### config.mk
export PLATFORM = sky130hd
export DESIGN_NAME = gsp_round_cell
export DESIGN_NICKNAME = d
export VERILOG_FILES = /design/src/hdl/gsp_pkg.sv /design/src/hdl/gsp_round_cell.sv
export SDC_FILE = /design/constraint.sdc
export NUM_CORES = 1
export LEC_CHECK = 0
export BUFFER_PORTS_ARGS = -buffer_cell sky130_fd_sc_hd__buf_2
export CAP_MARGIN = 20
export CORE_AREA = 10 10 290 292
export CTS_CLUSTER_SIZE = 10
export DETAILED_ROUTE_END_ITERATION = 12
export DIE_AREA = 0 0 300 302
export HOLD_SLACK_MARGIN = 0.12
export SYNTH_ARGS = -nofsm -noshare
export SYNTH_HDL_FRONTEND = slang
export SYNTH_SLANG_ARGS = --single-unit
### constraint.sdc
create_clock -name clk -period 0.8 [get_ports clk]
set_input_delay 0.08 -clock clk [delete_from_list [all_inputs] [get_ports clk]]
set_output_delay 0.08 -clock clk [all_outputs]
set_load 0.01 [all_outputs]
### src/hdl/gsp_pkg.sv
`default_nettype none

package gsp_pkg;

    // Geometry of the state: three rows of four 32-bit words.
    localparam int GSP_WORD_W      = 32;
    localparam int GSP_WORD_COUNT  = 12;
    localparam int GSP_COL_COUNT   = 4;
    localparam int GSP_ROUND_COUNT = 24;

    localparam logic [GSP_WORD_W-1:0] GSP_ROUND_CONST = 32'h7937_9E00;

    // Position of a round inside its group of four.
    localparam logic [1:0] GSP_PHASE_SMALL_SWAP = 2'd0;
    localparam logic [1:0] GSP_PHASE_BIG_SWAP   = 2'd2;

    typedef logic [GSP_WORD_W-1:0] word_t;
    typedef word_t [GSP_WORD_COUNT-1:0] state_t;

    // One column of the scramble: a, b, d are rows 0, 1 and 2.
    typedef struct packed {
        word_t a;
        word_t b;
        word_t d;
    } column_t;

    function automatic column_t mix_column(input column_t c);
        column_t r;
        word_t   x;
        word_t   y;
        word_t   z;
        x   = {c.a[7:0], c.a[31:8]};
        y   = {c.b[22:0], c.b[31:23]};
        z   = c.d;
        r.a = z ^ y ^ ((x & y) << 3);
        r.b = y ^ x ^ ((x | z) << 1);
        r.d = x ^ (z << 1) ^ ((y & z) << 2);
        return r;
    endfunction

endpackage

`default_nettype wire

### src/hdl/gsp_round_cell.sv
`default_nettype none

module gsp_round_cell #(
    parameter int ROUND_INDEX = 0
) (
    input  wire logic            clk,
    input  wire logic            rst_n,
    input  wire logic            valid_in,
    input  wire gsp_pkg::state_t state_in,
    output logic                 valid_out,
    output gsp_pkg::state_t      state_out
);
    import gsp_pkg::*;

    localparam logic [1:0] PHASE    = 2'(ROUND_INDEX % 4);
    localparam word_t      ROUND_RC = GSP_ROUND_CONST ^ GSP_WORD_W'(ROUND_INDEX);

    state_t mixed;
    state_t state_next;
    state_t state_reg;
    logic   valid_reg;

    // Column scramble on all four columns in parallel.
    always_comb
    begin
        column_t c;
        mixed = state_in;
        for (int col = 0; col < GSP_COL_COUNT; col++)
        begin
            c = mix_column('{a: state_in[col],
                             b: state_in[col + GSP_COL_COUNT],
                             d: state_in[col + 2 * GSP_COL_COUNT]});
            mixed[col]                     = c.a;
            mixed[col + GSP_COL_COUNT]     = c.b;
            mixed[col + 2 * GSP_COL_COUNT] = c.d;
        end
    end

    // Word swaps in row 0 and the round constant, chosen by the round phase.
    always_comb
    begin
        state_next = mixed;
        case (PHASE)
            GSP_PHASE_SMALL_SWAP:
            begin
                state_next[0] = mixed[1] ^ ROUND_RC;
                state_next[1] = mixed[0];
                state_next[2] = mixed[3];
                state_next[3] = mixed[2];
            end
            GSP_PHASE_BIG_SWAP:
            begin
                state_next[0] = mixed[2];
                state_next[1] = mixed[3];
                state_next[2] = mixed[0];
                state_next[3] = mixed[1];
            end
            default:
            begin
                state_next = mixed;
            end
        endcase
    end

    // The valid flag is control state; the words are payload.
    always_ff @(posedge clk or negedge rst_n)
    begin
        if (!rst_n)
        begin
            valid_reg <= 1'b0;
        end
        else
        begin
            valid_reg <= valid_in;
        end
    end

    always_ff @(posedge clk)
    begin
        state_reg <= state_next;
    end

    assign valid_out = valid_reg;
    assign state_out = state_reg;

endmodule

`default_nettype wire

Word-level counts from Yosys, hierarchy flattened
Index checks and enable logic that the tools add are counted.
Storage, ports and cells
  word-level logic and storage cells: 50
  input port bits: 387
  output and inout bits: 385
  register bits: 385
Operators by class
  bitwise logic cells: 37
Operator list (number)
  $xor A32 B32 Y32: 24
  $or A31 B31 Y31: 4
  $and A30 B30 Y30: 4
  $and A29 B29 Y29: 4
  $not A15 Y15: 1

Logic depth before layout (Yosys ltp)
  depth in word-level cells: 3
  gate-level depth with buffers: 3
  gate-level depth less buffers: 3

Least setup slack after synthesis
No wires, ideal clock.
  kind: input to register
  start point: input port state_in[35] in the netlist's numbering
  end point: register state_reg, in the netlist state_out[30]
  required time: 0.682 ns
  path buffers: 0
  setup slack: 0.164 ns
  library setup time: 0.118 ns
  data arrival time: 0.518 ns
  cell stages on the path: 3
  cell sequence: ha_1 -> xor2_1 -> xnor2_1
RTL lines
  start: declaration: line gsp_round_cell.sv:9  | input wire gsp_pkg::state_t state_in,
  end signal: assignment: line gsp_round_cell.sv:80  | state_reg <= state_next;
  end: declaration: line gsp_round_cell.sv:20  | state_t state_reg;

Final worst setup path
  start point: register state_reg, in the netlist state_out[371]
  end point: output port state_out[371] in the netlist's numbering
RTL lines
  end: declaration: line gsp_round_cell.sv:11  | output gsp_pkg::state_t state_out
No word-level cell between the ends.

==> impl_metrics.ini <==
[outcome]
outcome = complete, but fails checks
violations = hold timing, setup timing

[placement]
io_buffers = 771
place_hpwl_um = 55500
place_congestion = 0.897

[detailed_routing]
drc_errors = 0
dr_total_vias = 14113
ant_nets = 0
drt-pass1-iter-count = 4
wl_per_cell_um = 19.6
vias_per_cell = 3.82
drt_iter0_markers = 324
totalWireLength_um = 72300

[synth]
syn_inst = 1249
synth.top_cell.area_share = 0.495
ys_types = 6
syn_nets = 1872
synth.cell_area_um2 = 15500
ys_top_cells_by_area = dfxtp_1 49%, xnor2_1 22%, ha_1 19%, xor2_1 6.3%, nor2_1 3.0%
syn_area_per_cell_um2 = 12.4
ys_ff_latch = 385
yosysWarnings = 0
yosysTopAreaCell = dfxtp_1
synth_seq_area_share = 0.496

[sta]
drv_slew = 0
holdWs_ns = -0.124
rsz0062_at_grt = true
hold_viol = 7
period_share = 1.46
finalCriticalPeriod_ns = 1.17
setup_violations = 441
fin_ws_ns = -0.366
max_clock_freq_ghz = 0.858
relSlewSlack = 0.781
worstMarginPinSlew_ns = 0.329

[clock_tree]
htree_num_levels = 2
clk_path_buf_depth = 3
cts-root-buf = clkbuf_16
clk_pin_slew_ns = 0.06
numCtsBuffers = 47
cts.sinks = 385
cts_tree = yes

[critical_path]
cp_num_buf_inv = 1
arrival_ns = 1.09
crit_chain = buf_6
worstSetupPathType = register to primary output
start_kind = register
crit_family = flip-flops
slowest_stage = dfxtp_4
setup.worst_path.end_class = primary output
worstPathMaxFanout = 1
cp_data_required_time_ns = 0.72
cpPeakStageDelay_ns = 0.39

[die]
die_h_um = 302
core_um2 = 78400
rows = 103
die_area_um2 = 90600
die_w_um = 300
start_util = 0.198
ioPinCount = 772

[grt]
use_met3 = 0.0599
grt_max_degree = 13
grt-ovfl-total = 0
grt_pass1_wl_um = 98700
use_met2 = 0.259
busiest_layer = met2
track_usage = 0.145
antenna_found_initial = 6
first_global_vias = 16140
met1_usage = 0.144

[cells_and_area]
multi_input_area_um2 = 8730
syn2layout_area_growth_pct = 95.9
fin_nets = 3242
fin_util = 0.389
seq_area_um2 = 8120
fillers = 7232
drive_gt1_frac = 0.544

[run]
max_cap_viol_count = 0

[power]
pwr_density_cell_nw_per_um2 = 2040
leakage_nw = 13.7
peakVddDrop_mv = 1.53

[hold_path]
min_path_type = primary input to register
==> sequential cells by signal (all words and copies together), names as in the netlist <==
name and flops:
valid_out 1, state_out 384
==> layout by cell type, fill, tap and decap left out, drive strengths merged <==
master,Yosys,layout
clkinvlp,0,1
inv,0,1
xor2,111,111
nor2,124,124
xnor2,393,393
buf,0,939
clkbuf,0,62
dlymetal6s4s,0,3
dlygate4sd3,0,379
dfxtp,384,384
clkinv,0,2
dfrtp,1,1
ha,236,236
bufinv,0,1
diode,0,8
==> worst min-delay path, delay by kind of cell <==
| family | cells | cell delay [ns] |
|---|---|---|
| xor+xnor | 1 | 0.05 |
| buf+inv | 1 | 0.12 |
| fa+ha+maj | 1 | 0.15 |
==> layout make-up <==
| cell class | instances | area share |
|---|---|---|
| timing repair buffer | 1321 | 0.357 |
| multi-input combinational | 864 | 0.287 |
| clock buffer | 62 | 0.0431 |
| tap | 1050 | 0.0431 |
| sequential | 385 | 0.267 |
| clock inverter | 5 | 0.00234 |
| antenna | 8 | 0.000657 |
==> path summary, 6_finish.rpt <==
kind                                 from        endpoint  slack (ns)  cells past startpoint
worst max-delay path       state_out[371]  state_out[371]       -0.37                      1
worst min-delay path        state_in[131]   state_out[44]       -0.12                      3
max in group asynchronous           rst_n       valid_out        0.22                      3
min in group asynchronous           rst_n       valid_out        0.45                      3
==> cells in the mapped netlist <==
cell type / count
nor2_1: 124
xor2_1: 111
dfrtp_1: 1
dfxtp_1: 384
ha_1: 236
xnor2_1: 393
==> stage by stage <==
| step | setup slack (ns) | total power, W | instance area (um2) | cells | TNS [ns] |
|---|---|---|---|---|---|
| global placement | -0.410 | 0.0367 | 22200 | 3254 | -5.27 |
| floorplan | 0.164 | 0.0291 | 15500 | 1249 | 0 |
| CTS | -0.432 | 0.0610 | 28900 | 3700 | -130.49 |
| finish | -0.366 | 0.0622 | 30500 | 3695 | -110.74 |
| global route | -0.426 | 0.0650 | 30400 | 3690 | -128.32 |
| detailed placement | -0.413 | 0.0368 | 22200 | 3254 | -5.43 |
==> power breakdown <==
group	switching, W	internal (W)	leakage (nW)
clock network	0.00834	0.0117	0.674
registers	0.00157	0.0228	3.26
logic	0.00760	0.0103	9.79
total	0.0175	0.0447	13.7
==> cell families after synthesis <==
group / after synthesis / share of synthesized area
XOR/XNOR: 504 / 0.284
adder cells (fa/ha/maj): 236 / 0.190
flip-flops: 385 / 0.496
AND/OR/NAND/NOR: 124 / 0.0299
==> layer usage <==
layer / routed length (um) / up-vias
li1: - / 6788
met1: 25600 / 6456
met2: 35600 / 657
met3: 6810 / 208
met4: 4270 / 4
met5: 21 / -
==> repair_timing <==
item | in CTS | in global routing
pin swaps | 0 | 45
gates resized for setup | 479 | 372
setup endpoints to repair | 385 | 503
setup buffers | 0 | 0
hold buffers | 384 | 22
endpoints found under the hold margin | 386 | 73
(Power assumes the default switching activity.)
